$ cat config.mk
export PLATFORM = sky130hd
export DESIGN_NAME = distance_vector_route_table_top
export DESIGN_NICKNAME = d
export VERILOG_FILES = /design/src/design/dvrt_pkg.sv /design/src/design/distance_vector_route_table_top.sv /design/src/design/dvrt_ram.sv /design/src/design/dvrt_alu.sv
export SDC_FILE = /design/constraint.sdc
export NUM_CORES = 1
export LEC_CHECK = 0
export BUFFER_PORTS_ARGS = -buffer_cell sky130_fd_sc_hd__buf_2
export CELL_PAD_IN_SITES_DETAIL_PLACEMENT = 1
export CELL_PAD_IN_SITES_GLOBAL_PLACEMENT = 1
export CORE_ASPECT_RATIO = 1.1
export CORE_UTILIZATION = 33
export DETAILED_ROUTE_END_ITERATION = 12
export PLACE_DENSITY_LB_ADDON = 0.1
export SETUP_SLACK_MARGIN = 0.3
export SYNTH_ARGS = -nofsm -noshare
export SYNTH_HDL_FRONTEND = slang
export SYNTH_SLANG_ARGS = --single-unit
$ cat constraint.sdc
create_clock -name clk_i -period 7.2 [get_ports clk_i]
set_input_delay 1.08 -clock clk_i [delete_from_list [all_inputs] [get_ports clk_i]]
set_output_delay 1.08 -clock clk_i [all_outputs]
set_load 0.005 [all_outputs]
$ cat src/design/dvrt_pkg.sv
// ----------------------------------------------------------------------------
// Distance-vector route table package
// Item and result beat types, command and action codes.
// ----------------------------------------------------------------------------
package dvrt_pkg;

  localparam int unsigned NodeW = 6;
  localparam int unsigned DistW = 8;
  localparam int unsigned PortW = 4;
  localparam int unsigned EntryW = DistW + PortW;

  typedef enum logic [1:0] {
    CmdAdvertise = 2'd0,
    CmdFailed    = 2'd1,
    CmdLookup    = 2'd2,
    CmdLinkDown  = 2'd3
  } cmd_e;

  typedef enum logic [2:0] {
    ActNone     = 3'd0,
    ActFwdAdv   = 3'd1,
    ActReplyAdv = 3'd2,
    ActFwdFail  = 3'd3,
    ActLookup   = 3'd4
  } action_e;

  typedef enum logic [1:0] {
    ReachNone = 2'd0,
    ReachUp   = 2'd1,
    ReachDown = 2'd2
  } reach_e;

  typedef struct packed {
    cmd_e             cmd;
    logic [NodeW-1:0] node_id;
    logic [DistW-1:0] hop_distance;
    logic [PortW-1:0] link_port;
  } item_t;

  typedef struct packed {
    action_e          action;
    logic [NodeW-1:0] out_node;
    logic [DistW-1:0] out_distance;
    logic [PortW-1:0] out_port;
    logic             found;
    reach_e           reach_change;
    logic             last;
  } result_t;

  typedef struct packed {
    logic wr;
    logic set_valid;
    logic clr_valid;
  } ctl_t;

endpackage

$ cat src/design/distance_vector_route_table_top.sv
// ----------------------------------------------------------------------------
// Advertise, failed node and lookup items: the result beat strobes in the
//   cycle busy falls; a new item is taken only once busy is low, so the
//   table read-modify-write of one item ends before the next starts.
// Link down: busy through one table read per node, then drain and the
//   closing beat; up to NODES result beats, the receiver cannot stall.
// Reset: all routes invalid at once, no clearing pass.
// ----------------------------------------------------------------------------
// Distance-vector route table
// Route entries in a RAM with valid flags in flops; a small sequencer drives
// one shared decision unit for item updates and link-down scans.
// ----------------------------------------------------------------------------
module distance_vector_route_table_top
  import dvrt_pkg::*;
#(
  parameter int unsigned NODES = 64
) (
  input  logic    clk_i,
  input  logic    rst_ni,
  input  logic    start,
  output logic    busy,
  input  item_t   item_i,
  output logic    res_valid_o,
  output result_t result_o
);

  localparam int unsigned IdxW = $clog2(NODES);
  localparam logic [NodeW:0] NodesW = (NodeW+1)'(NODES);
  localparam logic [IdxW-1:0] LastIdx = IdxW'(NODES - 1);

  typedef enum logic [4:0] {
    StIdle   = 5'b00001,
    StExec   = 5'b00010,
    StScan   = 5'b00100,
    StDrain  = 5'b01000,
    StFinish = 5'b10000
  } state_e;

  state_e            state_q, state_d;
  item_t             item_q;
  logic [NODES-1:0]  valid_q, valid_d;
  logic [IdxW-1:0]   scan_q, scan_d;
  logic              chk_q, chk_d;
  logic [IdxW-1:0]   chk_idx_q, chk_idx_d;
  logic              pend_q, pend_d;
  logic [IdxW-1:0]   pend_idx_q, pend_idx_d;
  logic              strobe_d;
  result_t           res_d;

  logic              accept;
  logic [IdxW-1:0]   item_idx;
  logic              item_inrange;
  logic [IdxW-1:0]   raddr;
  logic [EntryW-1:0] rdata;
  logic [IdxW-1:0]   alu_idx;
  cmd_e              alu_cmd;
  logic              alu_inrange;
  logic [NodeW-1:0]  alu_node;
  result_t           alu_res;
  ctl_t              alu_ctl;
  logic              ram_we;

  assign accept       = start && !busy;
  assign busy         = (state_q != StIdle);
  assign item_idx     = item_q.node_id[IdxW-1:0];
  assign item_inrange = {1'b0, item_q.node_id} < NodesW;

  assign raddr = (state_q == StScan) ? scan_q : item_i.node_id[IdxW-1:0];

  dvrt_ram #(
    .Width(EntryW),
    .Depth(NODES)
  ) u_ram (
    .clk_i  (clk_i),
    .we_i   (ram_we),
    .waddr_i(item_idx),
    .wdata_i({alu_res.out_distance, item_q.link_port}),
    .raddr_i(raddr),
    .rdata_o(rdata)
  );

  assign alu_idx     = chk_q ? chk_idx_q : item_idx;
  assign alu_cmd     = chk_q ? CmdLinkDown : item_q.cmd;
  assign alu_inrange = chk_q ? 1'b1 : item_inrange;
  assign alu_node    = chk_q ? NodeW'(chk_idx_q) : item_q.node_id;

  dvrt_alu u_alu (
    .cmd_i        (alu_cmd),
    .inrange_i    (alu_inrange),
    .entry_valid_i(alu_inrange && valid_q[alu_idx]),
    .entry_dist_i (rdata[EntryW-1:PortW]),
    .entry_port_i (rdata[PortW-1:0]),
    .node_i       (alu_node),
    .hop_i        (item_q.hop_distance),
    .port_i       (item_q.link_port),
    .res_o        (alu_res),
    .ctl_o        (alu_ctl)
  );

  assign ram_we = (state_q == StExec) && alu_ctl.wr;

  always_comb begin
    state_d    = state_q;
    valid_d    = valid_q;
    scan_d     = scan_q;
    chk_d      = 1'b0;
    chk_idx_d  = chk_idx_q;
    pend_d     = pend_q;
    pend_idx_d = pend_idx_q;
    strobe_d   = 1'b0;
    res_d      = alu_res;

    if (chk_q && alu_ctl.clr_valid) begin
      valid_d[chk_idx_q] = 1'b0;
      pend_d             = 1'b1;
      pend_idx_d         = chk_idx_q;
      if (pend_q) begin
        strobe_d              = 1'b1;
        res_d                 = '0;
        res_d.action          = ActFwdFail;
        res_d.out_node        = NodeW'(pend_idx_q);
        res_d.reach_change    = ReachDown;
        res_d.last            = 1'b0;
      end
    end

    case (state_q)
      StIdle: begin
        if (accept) begin
          scan_d = '0;
          pend_d = 1'b0;
          state_d = (item_i.cmd == CmdLinkDown) ? StScan : StExec;
        end
      end
      StExec: begin
        strobe_d = 1'b1;
        if (alu_ctl.set_valid) begin
          valid_d[item_idx] = 1'b1;
        end
        if (alu_ctl.clr_valid) begin
          valid_d[item_idx] = 1'b0;
        end
        state_d = StIdle;
      end
      StScan: begin
        chk_d     = 1'b1;
        chk_idx_d = scan_q;
        scan_d    = scan_q + IdxW'(1);
        if (scan_q == LastIdx) begin
          state_d = StDrain;
        end
      end
      StDrain: begin
        state_d = StFinish;
      end
      StFinish: begin
        strobe_d = 1'b1;
        res_d    = '0;
        res_d.action       = pend_q ? ActFwdFail : ActNone;
        res_d.out_node     = pend_q ? NodeW'(pend_idx_q) : '0;
        res_d.reach_change = pend_q ? ReachDown : ReachNone;
        res_d.last         = 1'b1;
        state_d = StIdle;
      end
      default: begin
        state_d = StIdle;
      end
    endcase
  end

  always_ff @(posedge clk_i or negedge rst_ni) begin
    if (!rst_ni) begin
      state_q     <= StIdle;
      valid_q     <= '0;
      scan_q      <= '0;
      chk_q       <= 1'b0;
      pend_q      <= 1'b0;
      res_valid_o <= 1'b0;
    end else begin
      state_q     <= state_d;
      valid_q     <= valid_d;
      scan_q      <= scan_d;
      chk_q       <= chk_d;
      pend_q      <= pend_d;
      res_valid_o <= strobe_d;
    end
  end

  always_ff @(posedge clk_i) begin
    if (accept) begin
      item_q <= item_i;
    end
    chk_idx_q  <= chk_idx_d;
    pend_idx_q <= pend_idx_d;
    result_o   <= res_d;
  end

  a_exec_beat: assert property (@(posedge clk_i) disable iff (!rst_ni)
    state_q == StExec |=> res_valid_o && result_o.last)
    else $error("item update did not produce a closing beat");

  a_finish_beat: assert property (@(posedge clk_i) disable iff (!rst_ni)
    state_q == StFinish |=> res_valid_o && result_o.last)
    else $error("link-down scan did not produce a closing beat");

  a_last_source: assert property (@(posedge clk_i) disable iff (!rst_ni)
    res_valid_o && result_o.last |-> $past(state_q == StExec || state_q == StFinish))
    else $error("closing beat outside an item end");

  a_chk_in_scan: assert property (@(posedge clk_i) disable iff (!rst_ni)
    chk_q |-> (state_q == StScan || state_q == StDrain))
    else $error("scan check active outside a scan");

endmodule

$ cat src/design/dvrt_ram.sv
// ----------------------------------------------------------------------------
// Generic RAM
// One write port, one read port, registered read data.
// ----------------------------------------------------------------------------
module dvrt_ram #(
  parameter int unsigned Width = 8,
  parameter int unsigned Depth = 64
) (
  input  logic                     clk_i,
  input  logic                     we_i,
  input  logic [$clog2(Depth)-1:0] waddr_i,
  input  logic [Width-1:0]         wdata_i,
  input  logic [$clog2(Depth)-1:0] raddr_i,
  output logic [Width-1:0]         rdata_o
);

  logic [Width-1:0] mem_q [Depth];

  always_ff @(posedge clk_i) begin
    if (we_i) begin
      mem_q[waddr_i] <= wdata_i;
    end
    rdata_o <= mem_q[raddr_i];
  end

endmodule

$ cat src/design/dvrt_alu.sv
// ----------------------------------------------------------------------------
// Route decision unit
// Compares one table entry against a command and forms the result beat and
// the table update.
// ----------------------------------------------------------------------------
module dvrt_alu
  import dvrt_pkg::*;
(
  input  cmd_e             cmd_i,
  input  logic             inrange_i,
  input  logic             entry_valid_i,
  input  logic [DistW-1:0] entry_dist_i,
  input  logic [PortW-1:0] entry_port_i,
  input  logic [NodeW-1:0] node_i,
  input  logic [DistW-1:0] hop_i,
  input  logic [PortW-1:0] port_i,
  output result_t          res_o,
  output ctl_t             ctl_o
);

  logic [DistW-1:0] new_dist;
  logic             port_hit;
  logic             worse;

  assign new_dist = (hop_i == '1) ? hop_i : hop_i + DistW'(1);
  assign port_hit = entry_valid_i && (entry_port_i == port_i);
  assign worse    = ({1'b0, entry_dist_i} + (DistW+1)'(1)) < {1'b0, hop_i};

  always_comb begin
    res_o              = '0;
    res_o.action       = ActNone;
    res_o.reach_change = ReachNone;
    res_o.out_node     = node_i;
    res_o.last         = 1'b1;
    ctl_o              = '0;
    case (cmd_i)
      CmdAdvertise: begin
        if (inrange_i) begin
          if (!entry_valid_i) begin
            ctl_o.wr           = 1'b1;
            ctl_o.set_valid    = 1'b1;
            res_o.action       = ActFwdAdv;
            res_o.out_distance = new_dist;
            res_o.reach_change = ReachUp;
          end else if (entry_dist_i > new_dist) begin
            ctl_o.wr           = 1'b1;
            res_o.action       = ActFwdAdv;
            res_o.out_distance = new_dist;
          end else if (worse) begin
            res_o.action       = ActReplyAdv;
            res_o.out_distance = entry_dist_i;
          end
        end
      end
      CmdFailed: begin
        if (inrange_i) begin
          if (port_hit) begin
            ctl_o.clr_valid    = 1'b1;
            res_o.action       = ActFwdFail;
            res_o.reach_change = ReachDown;
          end else if (entry_valid_i) begin
            res_o.action       = ActReplyAdv;
            res_o.out_distance = entry_dist_i;
          end
        end
      end
      CmdLookup: begin
        res_o.action = ActLookup;
        if (inrange_i && entry_valid_i) begin
          res_o.found        = 1'b1;
          res_o.out_distance = entry_dist_i;
          res_o.out_port     = entry_port_i;
        end
      end
      CmdLinkDown: begin
        if (port_hit) begin
          ctl_o.clr_valid    = 1'b1;
          res_o.action       = ActFwdFail;
          res_o.reach_change = ReachDown;
        end
      end
      default: begin
        res_o.action = ActNone;
      end
    endcase
  end

endmodule
# Word-level counts from Yosys, hierarchy flattened
# Memories as Yosys holds them, arrays and structs flattened. A register that Yosys moved wholly into a read port is not among the register bits.
# Index checks and enable logic that the tools add are counted.
[word_totals]
mem_bits_rw = 768
latch_bits = 0
n_memories = 1
in_bits = 23
out_inout_bits = 27
register_bits = 135
elab_cells = 125
romBits = 0
[mem_list]
columns = ["name", "words", "word_bits", "read_ports", "rd_ports_with_merged_regs", "wr", "line", "rtl"]
rows = [
  ["u_ram.mem_q", 64, 12, 1, 1, 1, "dvrt_ram.sv:17", "logic [Width-1:0] mem_q [Depth];"],
]
[classes]
n_addsub = 3
div_mod_pow = 0
mul = 0
n_bitwise = 6
order_cmp = 7
n_shift = 0
n_reduce_logical = 14
n_eq_ne = 15
n_mux = 60
[op_table]
columns = ["operator", "n"]
rows = [
  ["$mux W64", 5],
  ["$and A64 B64 Y64", 2],
  ["$not A64 Y64", 2],
  ["$mux W25", 3],
  ["$or A64 B64 Y64", 1],
  ["$mux W8", 6],
  ["$mux W6", 4],
  ["$pmux W8 S3", 1],
  ["$lt A6 B7 Y1 const B", 3],
  ["$mux W1", 18],
  ["$mux W2", 9],
  ["$mux W5", 3],
  ["$pmux W5 S3", 1],
  ["$mux W13", 1],
  ["$demux W1 S6", 2],
  ["$ge A6 B1 Y1 const B", 2],
  ["$pmux W3 S4", 1],
  ["$pmux W6 S2", 1],
  ["$add A8 B1 Y9 const B", 1],
  ["$lt A9 B8 Y1", 1],
  ["$mux W3", 3],
  ["$add A8 B1 Y8 const B", 1],
  ["$eq A8 B8 Y1 const B", 1],
  ["$gt A8 B8 Y1", 1],
  ["22 further kinds", 32],
]

# Logic depth before layout (Yosys ltp)
[logic_depth]
depth_word = 14
ltp_mapped = 18
ltp_nobuf = 16

# By module
# Synthesis repeated with hierarchy kept, for this count alone.
[hier_totals]
hier_cells = 2189
hier_area_um2 = 37409.6
[modules_own_cells]
columns = ["module", "seq_area_each_um2", "cells_each", "instances", "area_each_um2"]
rows = [
  ["dvrt_ram", 23302.3, 1339, 1, 29851.1],
  ["distance_vector_route_table_top", 3414.5, 712, 1, 6635.1],
  ["dvrt_alu", 0.0, 138, 1, 923.4],
]

# Worst setup path before layout
# Ideal clock, no wire load.
[synth_timing]
kind = "reg2reg"
startpoint = "reg item_q[4] (netlist bit)"
endpoint = "mem u_ram.mem_q[1][0] (netlist bit), enable pin"
arrival_time_ns = 3.697
path_stages_with_launch = 17
path_slack_ns = 3.106
n_path_buf = 1
required_time_ns = 6.804
synth_period_minus_slack_ns = 4.094
path_cell_list = "edfxtp_1 > ha_1 > nand2_1 > nor4_1 > nand3_1 > nand2b_1 > xnor2_1 > inv_1 > ha_1 > nand3_1 > o221ai_1 > a21oi_1 > o21a_1 > o41ai_4 > nand2_2 > clkbuf_1 > nor3_1"
[synth_via]
elab_chain_cells = 9
elab_cells_between_ends = 10
[synth_rtl]
columns = ["item", "line", "rtl"]
rows = [
  ["start, declared", "distance_vector_route_table_top.sv:40", "item_t item_q;"],
  ["start signal, assigned", "distance_vector_route_table_top.sv:191", "item_q <= item_i;"],
  ["$add A8 B1 Y8 or $eq A8 B8 Y1 (tied branches)", "dvrt_alu.sv:25", "assign new_dist = (hop_i == '1) ? hop_i : hop_i + DistW'(1);"],
  ["$mux W8 *", "dvrt_alu.sv:25", ""],
  ["$gt A8 B8 Y1 *", "dvrt_alu.sv:45", "end else if (entry_dist_i > new_dist) begin"],
  ["$mux W1 *", "dvrt_alu.sv:45", ""],
  ["$mux W1 *", "dvrt_alu.sv:39", "if (!entry_valid_i) begin"],
  ["$mux W2 *", "dvrt_alu.sv:36", "case (cmd_i)"],
  ["$logic_and A1 B1 Y1 *", "distance_vector_route_table_top.sv:100", "assign ram_we = (state_q == StExec) && alu_ctl.wr;"],
  ["$mux W1 *", "dvrt_ram.sv:20", "if (we_i) begin"],
  ["$mux W1 (implied by the code) *", "dvrt_ram.sv:21", "mem_q[waddr_i] <= wdata_i;"],
  ["end, declared", "dvrt_ram.sv:17", ""],
]
# Mark *: on every way between the ends. The rest lies on a longest branch, timed or not.

# Worst setup path after layout
[layout_timing]
startpoint = "reg chk_q"
endpoint = "mem u_ram.mem_q[43][6] (netlist bit), enable pin"
[layout_via]
elab_chain_cells = 8
elab_cells_between_ends = 10
[layout_rtl]
columns = ["item", "line", "rtl"]
rows = [
  ["start, declared", "distance_vector_route_table_top.sv:43", "logic chk_q, chk_d;"],
  ["start signal, assigned", "distance_vector_route_table_top.sv:183", "chk_q <= chk_d;"],
  ["$mux W6", "distance_vector_route_table_top.sv:82", "assign alu_idx = chk_q ? chk_idx_q : item_idx;"],
  ["$bmux W1 S6", "distance_vector_route_table_top.sv:90", ".entry_valid_i(alu_inrange && valid_q[alu_idx]),"],
  ["$mux W1 (implied by the code)", "distance_vector_route_table_top.sv:90", ""],
  ["$mux W1", "dvrt_alu.sv:39", ""],
  ["$mux W2 *", "dvrt_alu.sv:36", ""],
  ["$logic_and A1 B1 Y1 *", "distance_vector_route_table_top.sv:100", ""],
  ["$mux W1 *", "dvrt_ram.sv:20", ""],
  ["$mux W1 (implied by the code) *", "dvrt_ram.sv:21", ""],
]
# Mark *: on every way between the ends. The rest lies on a longest branch, timed or not. The select of a mux whose other input is x is not followed.

==> run summary <==
Distinct cells, synth: 65
Post CTS Setup Buffer Count: 0
Total power draw: 0.0131 W
GR Util All Layers: 22.9%
CP cell instances: nand2b_1, o22ai_1, o21ai_0, a311oi_1, o31a_1, o41ai_4, nand2_8, nor3_2
Yosys Warn Count: 0
Initial core utilization: 33.5%
Net Count, Synth: 3127
Via count: 26493
Final setup TNS: 0 ps
Initial DRC count: 2145
Clk buf depth: 3
CP Capture Type: register
Hold-fix buffers at CTS: 0
Crit path max fanout: 65
Post-synthesis register bit count: 915
Die height: 363 µm
VDD IR max: 0.000178 V
Worst Path Class, Setup: reg -> reg
Core Area: 117000 µm²
CTS Buf Count: 105
Status: complete, no violations
Post-synthesis sequential area ratio: 68.5%
Slowest cell on the critical path: nor3_2
Antenna violation net count after detailed routing: 0
Total wire length: 137000 µm
Mapped Avg Cell Area: 12.6 µm²
N_diodes: 0
NetSw: 0.00345 W
Share of post-route cells with drive strength above 1: 11.9%
DIE AREA: 120000 µm²
Seq pwr share: 46.4%
RSZ-0062 raised after global routing: false
Dpl hpwl: 86600 µm
Mapped Cells: 3086
# fillers: 12107
Clock slew at reported path FFs: 60 ps
Switch share: 26.4%
H-tree depth: 3
Pins Over Slew Limit: 0
DRC viols: 0
Final hold violations: 0
Post-synth EDFFs: 800
Port Buffers: 49
Clock Skews: 24.6 ps
First-pass GRT wire length: 198000 µm
Max Fclk: 0.180 GHz
Largest net degree at the start of global routing: 122
Detailed Routing Iterations Pass 1: 5
MaxCap Viol Count: 0
Most used DFF post-synth: edfxtp_1
Die Width: 330 µm
Worst hold path class: in -> async
CTS tree: yes
Ports: 50
Initial antenna violation count: 1
Clock power share: 42.2%
Avg Vias per Cell: 5.65
CTS resizes: 0
Synthesized area: 39000 µm²
GPL Wtd Cong: 0.912
Dpl cells: 4493
P&R area growth vs syn: 14.0%
Non-filler instance count after layout: 4688
Row count: 131
Final Critical Period: 5570 ps
Startpoint Class: register
Root Buffer: clkbuf_16
Combinational fraction of design power: 11.4%
Internal: 0.00961 W
Later-pin clock latency in the skew report: 720 ps
Vias in the first global route: 27512
P_leak: 15.5 nW
Final period util: 77.3%
Critical path's top delay family: simple AND/OR/NAND/NOR gates
Final nets: 3112
Critical path arrival: 5890 ps
WP data required: 7530 ps
Slew margin rel.: 13.1%
Clock sinks: 915
GRT overflow: 0
CP max stage delay: 1120 ps
Worst Tran Pin Value: 1300 ps
Async S/R FF share, synth: 8.52%
Worst path bufs/invs: 0
Count of final setup violators: 0
Power density over the cells: 294 nW/µm²
Routed WL per cell: 29.3 µm
[cell usage in the layout (no fill, tap or decap), drive strengths merged, types with 10 or more instances in the layout]
cell    count
a211oi    216
a21oi      27
a221o      12
a221oi     32
a22oi      72
a31oi      76
and2       10
and3      200
buf       105
bufinv     12
clkbuf    138
clkinv     37
dfrtp      77
dfxtp      37
edfxtp    800
ha         18
inv        29
mux2i      30
nand2     504
nand2b     11
nand3     169
nand3b     15
nor2      126
nor3       83
nor4       27
o21ai     141
o221ai     25
o22ai      40
xnor2      10
[per-layer routing]
layer / wire length (µm) / part of all wire [%] / GRT usage, % / up-vias
li1: - / - / - / 11815
met1: 61900 / 45 / 31.0 / 13741
met2: 65600 / 48 / 37.6 / 719
met3: 5600 / 4.1 / 2.86 / 218
met4: 4160 / 3.0 / 7.75 / 0
met5: 0 / 0 / 0 / -
[worst reg2reg max path: stages (launching register included)]
cell      delay, ps
dfrtp_1         890
nand2b_1        700
o22ai_1         240
o21ai_0         190
a311oi_1        140
o31a_1          370
o41ai_4         810
nand2_8         640
nor3_2         1200
[state kept, by name, indices dropped and copies added, names as in the netlist]
signal and count:
chk_q 1, item_q 14, res_valid_o 1, pend_q 1, scan_q 6, pend_idx_q 6, u_ram.rdata_o 12, u_ram.mem_q 768
chk_idx_q 6, result_o 25, state_q 5, valid_q 64, item_idx 6
[cell families (layout without fill, tap and decap cells)]
group	after synthesis	in the layout	synth area share [%]
AOI/OAI and AO/OA	679	679	12.1
buffers and inverters	251	324	2.76
adders and majority gates	18	18	0.578
DFF	915	915	68.5
xor gates and xnor gates	17	17	0.382
and+or+nand+nor	1175	1175	14.9
muxes	31	31	0.799
[power by group through the flow]
| stage | registers, W | logic [W] | clock network, W |
|---|---|---|---|
| after floorplan | 0.00617 | 0.000748 | 0 |
| after global routing | 0.00607 | 0.00159 | 0.00581 |
| after CTS | 0.00607 | 0.00151 | 0.00562 |
| final | 0.00607 | 0.00149 | 0.00551 |
| after detailed placement | 0.00618 | 0.00151 | 0 |
| after global placement | 0.00617 | 0.00149 | 0 |
[metrics by stage]
stage	setup WS (ps)	utilization, %	area (µm²)	hold slack (ps)
4_1_cts	1610	38.2	44500	269
6_report	1630	38.2	44500	298
2_1_floorplan	3110	-	39000	421
5_1_grt	1330	38.2	44500	309
3_3_place_gp	1790	35.1	40900	483
3_5_place_dp	1640	35.1	40900	490
[area by class of cell]
cell class	instances	area, µm²	share of cell area (%)
Clock buffer	138	2910	6.54
Clock inverter	57	629	1.42
Inverter	24	90.1	0.203
Multi-Input combinational cell	1920	11400	25.7
Sequential cell	915	26700	60.1
Tap cell	1529	1910	4.30
Timing Repair Buffer	105	793	1.78
[cell usage after synthesis (40+ instances only)]
| master | n | area share, % |
|---|---|---|
| and3_1 | 200 | 3.2 |
| nor3_2 | 56 | 1.4 |
| edfxtp_1 | 800 | 62 |
| a31oi_1 | 76 | 1.2 |
| o22ai_1 | 40 | 0.64 |
| a211oi_1 | 216 | 4.2 |
| a22oi_1 | 72 | 1.4 |
| o21ai_0 | 136 | 1.7 |
| nor2_1 | 125 | 1.2 |
| dfrtp_1 | 77 | 4.9 |
| nand3_1 | 169 | 2.2 |
| clkbuf_1 | 164 | 1.6 |
| nand2_1 | 501 | 4.8 |
[worst paths after layout]
check	cells after the start	to	startpoint	slack (ps)
max	8	u_ram.mem_q[43][6]$_DFFE_PP_	chk_q$_DFF_PN0_	1630
min	1	valid_q[16]$_DFF_PN0_	rst_ni	300
max reg2reg	8	u_ram.mem_q[43][6]$_DFFE_PP_	chk_q$_DFF_PN0_	1630
min reg2reg	1	result_o[20]$_DFF_P_	pend_idx_q[4]$_DFFE_PN_	500
max in group asynchronous	2	scan_q[5]$_DFFE_PN0P_	rst_ni	5800
min in group clk_i	1	result_o[20]$_DFF_P_	pend_idx_q[4]$_DFFE_PN_	500
Power figures use the tool's default switching activity.
